<file path="config.mk">
export PLATFORM = sky130hd
export DESIGN_NAME = modbus_sensor_reply_checker_core
export DESIGN_NICKNAME = d
export VERILOG_FILES = /design/src/rtl/core/msrc_pkg.sv /design/src/rtl/core/msrc_frame_check.sv /design/src/rtl/core/modbus_sensor_reply_checker_core.sv
export SDC_FILE = /design/constraint.sdc
export NUM_CORES = 1
export LEC_CHECK = 0
export ABC_AREA = 1
export BUFFER_PORTS_ARGS = -buffer_cell sky130_fd_sc_hd__buf_2
export CAP_MARGIN = 20
export CORE_AREA = 2 2 244 126
export DETAILED_ROUTE_END_ITERATION = 7
export DIE_AREA = 0 0 246 128
export GPL_ROUTABILITY_DRIVEN = 0
export PLACE_DENSITY_LB_ADDON = 0.25
export SLEW_MARGIN = 20
export SYNTH_ARGS = -nofsm -noshare
export SYNTH_HDL_FRONTEND = slang
export SYNTH_SLANG_ARGS = --single-unit
</file>
<file path="constraint.sdc">
create_clock -name clk -period 6.2 [get_ports clk]
set_clock_uncertainty 0.15 [all_clocks]
set_input_delay 0.62 -clock clk [delete_from_list [all_inputs] [get_ports clk]]
set_output_delay 0.62 -clock clk [all_outputs]
set_load 0.03 [all_outputs]
</file>
<file path="src/rtl/core/msrc_pkg.sv">
`timescale 1ns / 1ps
`default_nettype none
// ---------------------------------------------------------------------------
// msrc_pkg
// Shared types, codes and the CRC-16 byte update for the sensor reply checker.
// ---------------------------------------------------------------------------
package msrc_pkg;

  localparam int unsigned MaxFrameDefault = 64;
  localparam int unsigned PosWidth        = 7;   // holds any frame limit up to 127
  localparam int unsigned NumWords        = 6;
  localparam int unsigned WordWidth       = 16;
  localparam int unsigned FirstFieldPos   = 3;
  localparam int unsigned LastFieldPos    = 14;

  localparam logic [15:0] CrcInit       = 16'hFFFF;
  localparam logic [15:0] CrcPoly       = 16'hA001;
  localparam logic [15:0] TickMax       = 16'hFFFF;
  localparam logic [15:0] TimeoutReset  = 16'd1000;

  // operation codes carried on s_tuser
  localparam logic [1:0] OpStart = 2'd0;
  localparam logic [1:0] OpByte  = 2'd1;
  localparam logic [1:0] OpTick  = 2'd2;

  // status codes carried on m_tuser
  localparam logic [1:0] StatusOk      = 2'd0;
  localparam logic [1:0] StatusCrcErr  = 2'd1;
  localparam logic [1:0] StatusTimeout = 2'd2;

  // configuration register index
  localparam logic RegTimeout = 1'b0;

  typedef enum logic [2:0] {
    PH_IDLE = 3'b001,
    PH_BUSY = 3'b010,
    PH_DONE = 3'b100
  } phase_t;

  typedef logic [WordWidth-1:0] word_t;

  typedef struct packed {
    logic [1:0] operation;
    logic [7:0] rx_byte;
    logic       frame_end;
  } item_t;

  typedef struct packed {
    logic                       valid;
    logic [1:0]                 status;
    logic [NumWords-1:0][15:0]  words;
  } result_t;

  // reflected CRC-16, one byte, eight bit steps unrolled
  function automatic logic [15:0] crc_byte(input logic [15:0] crc, input logic [7:0] b);
    logic [15:0] c;
    c = crc ^ {8'h00, b};
    for (int k = 0; k < 8; k++) begin
      if (c[0]) begin
        c = (c >> 1) ^ CrcPoly;
      end else begin
        c = c >> 1;
      end
    end
    return c;
  endfunction

endpackage : msrc_pkg
`default_nettype wire

</file>
<file path="src/rtl/core/msrc_frame_check.sv">
`timescale 1ns / 1ps
`default_nettype none
// ---------------------------------------------------------------------------
// msrc_frame_check
// Frame state for one reply: phase, CRC, delay line, byte count, tick count
// and captured words. Takes one item per step and forms the result.
// ---------------------------------------------------------------------------
module msrc_frame_check #(
  parameter int unsigned MAX_FRAME = msrc_pkg::MaxFrameDefault
) (
  input  wire logic            clk,
  input  wire logic            rst,
  input  wire logic            step,
  input  wire msrc_pkg::item_t item,
  input  wire logic [15:0]     timeout_ticks,
  output msrc_pkg::result_t    result
);
  import msrc_pkg::*;

  localparam logic [PosWidth-1:0] PosLimit = PosWidth'(MAX_FRAME);
  localparam logic [PosWidth-1:0] PosFirst = PosWidth'(FirstFieldPos);
  localparam logic [PosWidth-1:0] PosLast  = PosWidth'(LastFieldPos);

  phase_t                    phase, phase_next;
  logic [15:0]               crc_accum, crc_accum_next;
  logic [PosWidth-1:0]       byte_position, byte_position_next;
  logic [7:0]                held0, held0_next, held1, held1_next;
  logic [15:0]               elapsed_ticks, elapsed_ticks_next;
  logic [NumWords-1:0][15:0] field_words, field_words_next;

  logic [PosWidth-1:0]       rel;
  logic [2:0]                widx;
  logic [15:0]               crc_upd;
  logic [15:0]               tick_inc;

  always_comb begin
    phase_next         = phase;
    crc_accum_next     = crc_accum;
    byte_position_next = byte_position;
    held0_next         = held0;
    held1_next         = held1;
    elapsed_ticks_next = elapsed_ticks;
    field_words_next   = field_words;
    result             = '0;

    rel      = byte_position - PosFirst;
    widx     = rel[3:1];
    crc_upd  = (byte_position >= PosWidth'(2)) ? crc_byte(crc_accum, held0) : crc_accum;
    tick_inc = (elapsed_ticks != TickMax) ? elapsed_ticks + 16'd1 : elapsed_ticks;

    if (step) begin
      if (item.operation == OpStart) begin
        phase_next         = PH_BUSY;
        crc_accum_next     = CrcInit;
        byte_position_next = '0;
        held0_next         = '0;
        held1_next         = '0;
        elapsed_ticks_next = '0;
        field_words_next   = '0;
      end else if (phase == PH_BUSY) begin
        case (item.operation)
          OpByte: begin
            if (byte_position >= PosFirst && byte_position <= PosLast) begin
              // even offset is the high byte of a big-endian word
              if (!rel[0]) begin
                field_words_next[widx][15:8] = item.rx_byte;
              end else begin
                field_words_next[widx][7:0] = item.rx_byte;
              end
            end
            crc_accum_next = crc_upd;
            held0_next     = held1;
            held1_next     = item.rx_byte;
            if (byte_position < PosLimit) begin
              byte_position_next = byte_position + PosWidth'(1);
            end
            if (item.frame_end) begin
              phase_next   = PH_DONE;
              result.valid = 1'b1;
              if (byte_position < PosWidth'(2)) begin
                result.status = StatusCrcErr;
              end else if (crc_upd != {item.rx_byte, held1}) begin
                result.status = StatusCrcErr;
              end else begin
                result.status = StatusOk;
                result.words  = field_words_next;
              end
            end
          end
          OpTick: begin
            elapsed_ticks_next = tick_inc;
            if (tick_inc >= timeout_ticks) begin
              phase_next    = PH_DONE;
              result.valid  = 1'b1;
              result.status = StatusTimeout;
            end
          end
          default: ;
        endcase
      end
    end
  end

  always_ff @(posedge clk) begin
    if (rst) begin
      phase         <= PH_IDLE;
      crc_accum     <= CrcInit;
      byte_position <= '0;
      held0         <= '0;
      held1         <= '0;
      elapsed_ticks <= '0;
      field_words   <= '0;
    end else begin
      phase         <= phase_next;
      crc_accum     <= crc_accum_next;
      byte_position <= byte_position_next;
      held0         <= held0_next;
      held1         <= held1_next;
      elapsed_ticks <= elapsed_ticks_next;
      field_words   <= field_words_next;
    end
  end

endmodule : msrc_frame_check
`default_nettype wire

</file>
<file path="src/rtl/core/modbus_sensor_reply_checker_core.sv">
`timescale 1ns / 1ps
`default_nettype none
// ---------------------------------------------------------------------------
// modbus_sensor_reply_checker_core
// Checks one Modbus RTU sensor reply: CRC-16 over the frame, trailing CRC
// compare, capture of the time words and reading, and a tick timeout.
// ---------------------------------------------------------------------------
//  channel   direction  payload
//  s_*       in         tdata rx_byte, tuser operation, tlast frame_end
//  m_*       out        tdata six 16-bit words, tuser status
//  apb       in/out     timeout_ticks at address 0x0
//
// One item per cycle while the result stream is not stalled; an accepted item
// sits in the input register, and its result passes through the frame update
// with its unrolled byte-wide CRC step into the result register.
// Synchronous reset sets the block idle and timeout_ticks to 1000; it
// accepts items in the first cycle after reset.
// A stalled result holds both stages; s_tready drops only when the input
// register is full and cannot move on.
// ---------------------------------------------------------------------------
module modbus_sensor_reply_checker_core #(
  parameter int unsigned MAX_FRAME = msrc_pkg::MaxFrameDefault
) (
  input  wire logic        clk,
  input  wire logic        rst,
  // input stream
  input  wire logic        s_tvalid,
  output logic             s_tready,
  input  wire logic [7:0]  s_tdata,   // [7:0] rx_byte
  input  wire logic [1:0]  s_tuser,   // [1:0] operation
  input  wire logic        s_tlast,   // frame_end
  // result stream
  output logic             m_tvalid,
  input  wire logic        m_tready,
  output logic [95:0]      m_tdata,   // reading_raw, year, month, day, hour, minute
  output logic [1:0]       m_tuser,   // [1:0] status
  // configuration
  input  wire logic        psel,
  input  wire logic        penable,
  input  wire logic        pwrite,
  input  wire logic [2:0]  paddr,
  input  wire logic [31:0] pwdata,
  output logic [31:0]      prdata,
  output logic             pready
);
  import msrc_pkg::*;

  logic        in_valid;
  item_t       in_item;
  logic        advance;
  logic [15:0] timeout_ticks;
  result_t     result;

  // the frame stage moves whenever the result register is free or draining
  assign advance  = !m_tvalid || m_tready;
  assign s_tready = !in_valid || advance;

  always_ff @(posedge clk) begin
    if (rst) begin
      in_valid <= 1'b0;
    end else if (s_tready) begin
      in_valid <= s_tvalid;
    end
  end

  always_ff @(posedge clk) begin
    if (s_tready && s_tvalid) begin
      in_item <= '{operation: s_tuser, rx_byte: s_tdata, frame_end: s_tlast};
    end
  end

  msrc_frame_check #(
    .MAX_FRAME(MAX_FRAME)
  ) u_frame (
    .clk          (clk),
    .rst          (rst),
    .step         (in_valid && advance),
    .item         (in_item),
    .timeout_ticks(timeout_ticks),
    .result       (result)
  );

  always_ff @(posedge clk) begin
    if (rst) begin
      m_tvalid <= 1'b0;
    end else if (advance) begin
      m_tvalid <= result.valid;
    end
  end

  always_ff @(posedge clk) begin
    if (advance && result.valid) begin
      m_tuser <= result.status;
      m_tdata <= {result.words[4], result.words[3], result.words[2],
                  result.words[1], result.words[0], result.words[5]};
    end
  end

  // APB register
  assign pready = 1'b1;

  always_ff @(posedge clk) begin
    if (rst) begin
      timeout_ticks <= TimeoutReset;
    end else if (psel && penable && pwrite && pready && paddr[2] == RegTimeout) begin
      timeout_ticks <= pwdata[15:0];
    end
  end

  always_comb begin
    unique case (paddr[2])
      RegTimeout: prdata = {16'h0000, timeout_ticks};
      default:    prdata = '0;
    endcase
  end

endmodule : modbus_sensor_reply_checker_core
`default_nettype wire

</file>
* Yosys cells after proc, flatten, opt, wreduce, memory -nomap -nowiden
Cells that the tools add are included.
** Operators by class
- Add/sub/neg operators :: 3
- Order comparisons :: 8
- Equal/unequal tests :: 7
- Muxes and demuxes :: 54
- Bitwise operators :: 14
- Reductions and logical operators :: 24
** Operators with widths (count)
- two-way mux 96 bit :: 8
- two-way mux 99 bit :: 4
- two-way mux 16 bit :: 18
- bitwise mux 96 bit :: 2
- demux 16 bit (select 3 bit) :: 2
- two-way mux 8 bit :: 7
- two-way mux 7 bit :: 4
- inverter 2 -> 3 bit :: 8
- adder 16 x 1 -> 16 bit, second input constant :: 1
- >= comparator 16 bit :: 1
- inequality test 16 bit :: 1
- inequality test 16 bit, second input constant :: 1
- XOR 16 x 8 -> 16 bit :: 1
- two-way mux 3 bit :: 5
- >= comparator 7 x 2 -> 1 bit, second input constant :: 2
- one-hot mux 3 bit (2 select lines) :: 2
- logical AND 1 bit :: 8
- nonzero test 2 bit :: 4
- adder 7 x 1 -> 7 bit, second input constant :: 1
- less-or-equal comparator 7 x 4 -> 1 bit, second input constant :: 1
- less-than comparator 7 x 2 -> 1 bit, second input constant :: 1
- less-than comparator 7 bit, second input constant :: 1
- OR reduction 7 bit :: 1
- AND reduction 3 bit :: 2
- other kinds (17) :: 24
** Storage, ports and cells
- Register bits :: 281
- Bits of input ports :: 53
- Output and inout bits :: 133
- Logic and storage cells :: 130

* Depth between registers and ports, before layout
Gate-level depths: netlist (run 1).
- Word-level depth :: 27
- Gate-level depth with buffers :: 24
- Gate-level depth less buffers :: 24

* By module
Synthesis (run 1) repeated with hierarchy kept, for this count alone.
** Second synthesis, totals
- Cell total of the unflattened synthesis :: 1794
- Area, all modules :: 13609.3 µm²
** By module, submodules not included
- msrc_frame_check :: times used 1, cells each 1520, area an instance 9290.2 µm², seq. area each 3083.0 µm²
- modbus_sensor_reply_checker_core :: times used 1, cells each 274, area an instance 4319.1 µm², seq. area each 3633.5 µm²

* Worst setup path after synthesis (run 1)
No wires, ideal clock.
- Path kind :: reg2reg
- Start point :: register u_frame.elapsed_ticks[0]
- End point :: register m_tdata[0], enable pin
- Library setup time :: 0.460 ns
- Data arrival time :: 4.515 ns
- Required time :: 5.590 ns
- Setup slack :: 1.076 ns
- Cell stages (with the launch flop) :: 21
- Buffers on the path :: 0
- Period minus slack after synthesis :: 5.124 ns
- Cell sequence :: dfxtp_1 ha_1 inv_1 nor2_1 inv_1 nor2_1 inv_1 nor2_1 nand3_1 nor2_1 nor2_1 xor2_1 ha_1 nand2_1 o21ai_0 nand2_1 o211ai_1 nand2_1 nand3_1 nand3_1 nand2_1
** On the way
- Cells in the longest elaborated chain, start to end :: 9
- Elaborated cells on any way between the ends :: 10
- Those cells by class :: add/sub: 1; order compare: 1; eq/ne: 1; mux: 6; reduce/logical: 1
** Ends and longest elaborated chain
- start: declaration :: line msrc_frame_check.sv:28 : logic [15:0] elapsed_ticks, elapsed_ticks_next;
- start signal: assignment :: line msrc_frame_check.sv:119 : elapsed_ticks <= elapsed_ticks_next;
- adder 16 x 1 -> 16 bit / inequality test 16 bit (equally long branches) :: line msrc_frame_check.sv:49 : tick_inc = (elapsed_ticks != TickMax) ? elapsed_ticks + 16'd1 : elapsed_ticks;
- two-way mux 16 bit (*) :: line msrc_frame_check.sv:49
- >= comparator 16 bit (*) :: line msrc_frame_check.sv:92 : if (tick_inc >= timeout_ticks) begin
- two-way mux 3 bit (*) :: line msrc_frame_check.sv:92
- one-hot mux 3 bit (2 select lines) (*) :: line msrc_frame_check.sv:61 : case (item.operation)
- two-way mux 99 bit (*) :: line msrc_frame_check.sv:60 : end else if (phase == PH_BUSY) begin
- two-way mux 99 bit (*) :: line msrc_frame_check.sv:52 : if (item.operation == OpStart) begin
- two-way mux 99 bit (*) :: line msrc_frame_check.sv:51 : if (step) begin
- logical AND 1 bit (*) :: line modbus_sensor_reply_checker_core.sv:92 : if (advance && result.valid) begin
- end signal: assignment :: line modbus_sensor_reply_checker_core.sv:94 : m_tdata <= {result.words[4], result.words[3], result.words[2],
- end: declaration :: line modbus_sensor_reply_checker_core.sv:35 : output logic [95:0] m_tdata,
Mark *: on every way between the ends. The rest lies on a longest branch, timed or not.
A chain may end at the register's enable or synchronous reset.

* Worst setup path in the final report (run 1)
- Start point :: register u_frame.elapsed_ticks[0]
- End point :: register m_tdata[86], enable pin
The elaborated chain is that of the path after synthesis.

==> results.cfg, run 1 <==
[worst_setup_path]
reg2reg_setup_slack_ns = 1.40
regToRegStartpoint = u_frame.elapsed_ticks[0]$_SDFFE_PP0P_
startpoint_type = register
worstPathArrival_ns = 4.87
critPathKind = reg -> reg
crit-reg2reg-capture = m_tdata[86]$_SDFFCE_PP0P_
cp_max_fo = 57
crit_path_end_kind = register
required_ns = 6.27
reg2regPathDepth = 21

[final_layout]
n_antenna_cell = 0
drive_above_1_share_pct = 14.71
syn2layout_area_growth_pct = 14.09
fill_cells = 2797
instances_no_fill = 2146
finalNetCount = 1802

[yosys]
yosys.area.top_type = dfxtp_1
yosys.area.top_type_share_pct = 26.44
ys_top_cells_by_count = nand2_1, dfxtp_1, a21oi_1, nor2_1, edfxtp_1
synth.distinct_cells = 35
ys_ff_latch = 281
synthFlopType = dfxtp_1
yosysSeqAreaShare_pct = 51.58
synth_most_common_cell = nand2_1
synth-edff-count = 109
syn_area_per_cell_um2 = 7.989
synthesis.instances = 1630
async_flop_share_pct = 0
syn-cell-area_um2 = 13020
yosysWarningCount = 0
synth.area.top_cells = dfxtp_1, edfxtp_1, nand2_1, a21oi_1, nor2_1

[die]
dieArea_um2 = 31490
design.portCount = 186
row_count = 45
initial_core_util_pct = 44.06
die_h_um = 128
die_x_um = 246
coreArea_um2 = 29560

[sta]
slew_viol_final = 0
setup_tns_ns = 0
max_slew_margin_pct = 31.62
fin_crit_sh_pct = 77.49
hold_ws_ns = 0.09473
finalSetupViolCount = 0
hold_viol = 0
clock.fmax_mhz = 208.1
worst_slew_pin_slew_ns = 1.026
rsz0062_at_grt = no
post-route-min-period_ns = 4.804
worst_slack_ns = 1.396

[power]
pwr_density_cell_nw_per_um2 = 261.2
total_power_mw = 3.881
vdd_drop_max_uv = 206.2
p_leak_nw = 5.864

[drt]
drtIter0Drc = 1254
drcViolationCount = 0
vias = 10990
drt_wl_total_um = 34420
dr.pass1.iters = 6
ant_nets = 0
via_per_inst = 5.121
post_drt_wl_per_cell_um = 16.04

[placed_design]
place_inst = 2098
dp_slack_ns = 1.518
hpwlAfterDp_um = 22520
place.port_buffers = 150

[grt]
grt_overflow = 0
grt_pass1_wl_um = 53980
track_usage_pct = 21.55
grt_pass1_vias = 9871
antenna_found_initial = 0
grt_start_max_net_pins = 105

[hold_path]
whs_path_depth = 1
hold_class = in -> reg
hold_path_end = in_item[2]$_DFFE_PP_
min_from = s_tdata[1]

[clock_tree]
tritoncts.num_buffers = 26
ctsResizeCount = 0
ctsHoldBuffers = 0
cts_tree = yes
ctsLongestPathBuffers = 3
clock_latency_ns = 0.55
postCtsSetupBuffers = 0
clk_pin_slew_ns = 0.07
cts_max_level = 1
clock_sinks = 281
cts-root-buf = clkbuf_16

[job]
drv_cap = 0

[outcome]
status = complete, no violations
[how the worst max path moves through the flow]
stage	endpoint	slack, ns	cells past startpoint	startpoint
after floorplan	m_tdata[0]$_SDFFCE_PP0P_	1.08	20	u_frame.elapsed_ticks[0]$_SDFFE_PP0P_
after global placement	m_tdata[91]$_SDFFCE_PP0P_	1.55	21	u_frame.elapsed_ticks[0]$_SDFFE_PP0P_
after detailed placement	m_tdata[91]$_SDFFCE_PP0P_	1.52	21	u_frame.elapsed_ticks[0]$_SDFFE_PP0P_
after CTS	m_tdata[86]$_SDFFCE_PP0P_	1.45	21	u_frame.elapsed_ticks[0]$_SDFFE_PP0P_
after global routing	m_tdata[86]$_SDFFCE_PP0P_	1.02	21	u_frame.elapsed_ticks[0]$_SDFFE_PP0P_
final	m_tdata[86]$_SDFFCE_PP0P_	1.40	21	u_frame.elapsed_ticks[0]$_SDFFE_PP0P_
[state kept, by name, summed over array words and instances, names as in the netlist]
| register | count |
|---|---|
| in_item | 11 |
| m_tdata | 96 |
| u_frame.held0 | 8 |
| timeout_ticks | 16 |
| u_frame.crc_accum | 16 |
| in_valid | 1 |
| u_frame.elapsed_ticks | 16 |
| u_frame.held1 | 8 |
| u_frame.field_words | 96 |
| u_frame.phase | 3 |
| u_frame.byte_position | 7 |
| m_tvalid | 1 |
| m_tuser | 2 |
[cells by family (layout without fill, tap and decap cells)]
| family | count (synthesis) | count (layout) | synth area share (%) |
|---|---|---|---|
| and+or+nand+nor | 780 | 780 | 25.37 |
| AOI/OAI and AO/OA | 320 | 320 | 12.89 |
| DFF | 281 | 281 | 51.58 |
| buffers and inverters | 210 | 312 | 6.985 |
| adders and majority gates | 22 | 22 | 2.114 |
| xor gates and xnor gates | 15 | 15 | 1.009 |
| other | 2 | 17 | 0.05767 |
[layout by cell type, fill, tap and decap left out, types with 2 or more instances in the layout]
master      synthesis  routed
clkinv_1            0       2
or2_1              61      61
ha_1               22      22
o21ai_0            91      91
clkbuf_16           0      26
conb_1              2      17
a21oi_1           162     161
inv_2               3       5
a211oi_1           17      17
xor2_1             12      12
buf_4              19       7
inv_1             104     102
clkinv_4            0       2
nand3_1            50      50
nor3_1              8       8
clkinvlp_4          0       4
nor2_2              9      10
o22ai_1             8       8
dfxtp_1           172     172
o211ai_1            8       8
nand4_1             5       5
nand2_1           445     444
xnor2_1             3       3
o21ai_1            32      32
buf_2              10     149
inv_6               0       2
edfxtp_1          109     109
nand2_4             0       2
bufinv_16           0       6
clkinv_2            0       4
or2_2              35      35
nor2_1            161     159
[area by class of cell]
class	count	area (um^2)	share of cell area [%]
tap	399	499.2	3.360
timing repair buffer	157	818.3	5.507
clock buffer	27	654.4	4.404
multi-input combinational	1154	5479	36.88
inverter	107	401.6	2.703
clock inverter	21	289.0	1.945
sequential	281	6716	45.20
[power breakdown]
| group | switching, mW | internal (mW) | total, mW |
|---|---|---|---|
| Sequential | 0.0106 | 1.92 | 1.93 |
| Combinational | 0.140 | 0.0345 | 0.174 |
| Clock | 0.748 | 1.03 | 1.78 |
[per-layer routing]
layer / GRT usage, % / routed length, um
met3: 3.705 / 2499
met5: 0 / 0
met1: 35.05 / 17880
met4: 3.173 / 378
met2: 29.74 / 13650
[per-stage QoR]
step	area (um^2)	util, %
2_1_floorplan	13080	-
3_3_place_gp	13910	47.05
3_5_place_dp	13910	47.06
4_1_cts	14860	50.26
5_1_grt	14860	50.26
6_report	14860	50.26
[critical path, cell delays in order, from the launching register on]
cell and delay [ns]:
dfxtp_1 0.40, ha_1 0.17, inv_1 0.05, nor2_1 0.19
inv_1 0.08, nor2_1 0.09, inv_1 0.07, nor2_1 0.24
nand3_1 0.14, nor2_1 0.48, nor2_1 0.11, xor2_1 0.18
ha_1 0.28, nand2_1 0.06, o21ai_0 0.24, nand2_1 0.08
o211ai_1 0.09, nand2_1 0.07, nand3_1 0.16, nand3_1 0.21
nand2_4 0.51, buf_12 0.34
(Power assumes the default switching activity.)
==> run 2, diff against run 1 <==
==> constraint.sdc (replaced) <==
create_clock -name clk -period 4.8 [get_ports clk]
set_clock_uncertainty 0.15 [all_clocks]
set_input_delay 0.48 -clock clk [delete_from_list [all_inputs] [get_ports clk]]
set_output_delay 0.48 -clock clk [all_outputs]
set_load 0.03 [all_outputs]
==> results.cfg, run 2 (same netlist as run 1, synthesis figures left out) <==
[worst_setup_path]
critPathKind = reg -> reg
required_ns = 4.87
worstPathArrival_ns = 4.39
crit-reg2reg-capture = m_tdata[79]$_SDFFCE_PP0P_
regToRegStartpoint = u_frame.elapsed_ticks[0]$_SDFFE_PP0P_
reg2reg_setup_slack_ns = 0.48
cp_max_fo = 51
reg2regPathDepth = 21
crit_path_end_kind = register
startpoint_type = register

[die]
die_x_um = 246
row_count = 45
die_h_um = 128
dieArea_um2 = 31490
design.portCount = 186
coreArea_um2 = 29560
initial_core_util_pct = 44.06

[drt]
post_drt_wl_per_cell_um = 15.63
ant_nets = 0
vias = 11050
via_per_inst = 5.091
drt_wl_total_um = 33940
dr.pass1.iters = 5
drcViolationCount = 0
drtIter0Drc = 1127

[sta]
setup_tns_ns = 0
fin_crit_sh_pct = 90.00
clock.fmax_mhz = 231.5
post-route-min-period_ns = 4.320
worst_slack_ns = 0.4802
rsz0062_at_grt = no
worst_slew_pin_slew_ns = 1.057
hold_viol = 0
hold_ws_ns = 0.02197
finalSetupViolCount = 0
max_slew_margin_pct = 29.26
slew_viol_final = 0

[grt]
track_usage_pct = 21.17
grt_overflow = 0
grt_start_max_net_pins = 105
grt_pass1_wl_um = 53340
grt_pass1_vias = 10030
antenna_found_initial = 0

[clock_tree]
clock_latency_ns = 0.55
ctsLongestPathBuffers = 3
clock_sinks = 281
cts_tree = yes
clk_pin_slew_ns = 0.07
cts_max_level = 1
tritoncts.num_buffers = 27
cts-root-buf = clkbuf_16

[final_layout]
fill_cells = 2816
final_cell_area_um2 = 14990
drive_above_1_share_pct = 14.50
layout_commonest_cell = nand2_1
layout_common_cells = nand2_1, dfxtp_1, a21oi_1
n_antenna_cell = 0
finalNetCount = 1826
syn2layout_area_growth_pct = 15.09
reg_top3 = m_tdata (96), u_frame.field_words (96)

[outcome]
status = complete, no violations

[placed_design]
place.port_buffers = 150
dp_slack_ns = 0.4549
hpwlAfterDp_um = 22340
placed_cell_area_um2 = 13980

[hold_path]
hold_path_end = timeout_ticks[3]$_SDFFE_PP1P_
hold_class = in -> reg
whs_path_depth = 3
min_from = pwdata[3]

[job]
drv_cap = 0

[power]
pwr_density_cell_nw_per_um2 = 321.6
vdd_drop_max_uv = 263.9
total_power_mw = 4.820
p_leak_nw = 5.929
==> run 2: area by class of cell <==
type | instances | area (um^2) | area share (%)
clock buffers | 36 | 719.4 | 4.800
clock inverters | 14 | 128.9 | 0.8598
inverters | 107 | 401.6 | 2.680
multi-input cells | 1154 | 5479 | 36.56
flip-flops and latches | 281 | 6716 | 44.81
well taps | 399 | 499.2 | 3.331
repair buffers | 180 | 1044 | 6.962
==> run 2: worst max-delay path, cell delays in order, from the launching register on <==
cell and delay, ns:
dfxtp_1 0.40, ha_1 0.17, inv_1 0.05, nor2_1 0.19, inv_1 0.08, nor2_1 0.09
inv_1 0.07, nor2_1 0.23, nand3_1 0.17, nor2_2 0.30, nor2_1 0.09, xor2_1 0.17
ha_1 0.28, nand2_1 0.06, o21ai_0 0.26, nand2_1 0.09, o211ai_1 0.09, nand2_1 0.07
nand3_1 0.15, nand3_1 0.20, nand2_4 0.29, buf_12 0.29
==> run 2: routing by layer <==
| metal | vias to the layer above | routed length [um] | global-route usage, % |
|---|---|---|---|
| met5 | - | 0 | 0 |
| met4 | 0 | 395 | 3.066 |
| met3 | 37 | 2094 | 3.810 |
| met2 | 291 | 13620 | 30.14 |
| met1 | 5192 | 17830 | 33.56 |
| li1 | 5533 | - | - |
==> run 2: metrics by stage <==
step	cells	util [%]
2_1_floorplan	1645	-
3_3_place_gp	2105	47.27
3_5_place_dp	2105	47.28
4_1_cts	2171	50.70
5_1_grt	2171	50.70
6_report	2171	50.70
==> run 2: repair_timing <==
| action | 4_1_cts | 5_1_grt |
|---|---|---|
| setup endpoints to repair | 0 | 51 |
| hold buffers | 16 | 0 |
| resized for setup | 0 | 1 |
| endpoints found under the hold margin | 16 | 0 |
| setup buffers | 0 | 0 |
==> run 2: report_power, final <==
group	internal, mW	total [mW]	leakage, nW	switching, mW
Combinational	0.0543	0.234	2.89	0.180
Clock	1.17	2.09	0.411	0.928
Sequential	2.48	2.49	2.63	0.0134
Total	3.70	4.82	5.93	1.12
==> run 2: worst max path at each step <==
stage,start,end,slack (ns),depth (start not counted)
after floorplan,u_frame.elapsed_ticks[0]$_SDFFE_PP0P_,m_tdata[0]$_SDFFCE_PP0P_,0.58,20
after global placement,u_frame.elapsed_ticks[0]$_SDFFE_PP0P_,m_tdata[71]$_SDFFCE_PP0P_,0.50,21
after detailed placement,u_frame.elapsed_ticks[0]$_SDFFE_PP0P_,m_tdata[67]$_SDFFCE_PP0P_,0.45,21
after CTS,u_frame.elapsed_ticks[0]$_SDFFE_PP0P_,m_tdata[71]$_SDFFCE_PP0P_,0.42,21
after global routing,u_frame.elapsed_ticks[0]$_SDFFE_PP0P_,m_tdata[65]$_SDFFCE_PP0P_,0.11,21
final,u_frame.elapsed_ticks[0]$_SDFFE_PP0P_,m_tdata[79]$_SDFFCE_PP0P_,0.48,21
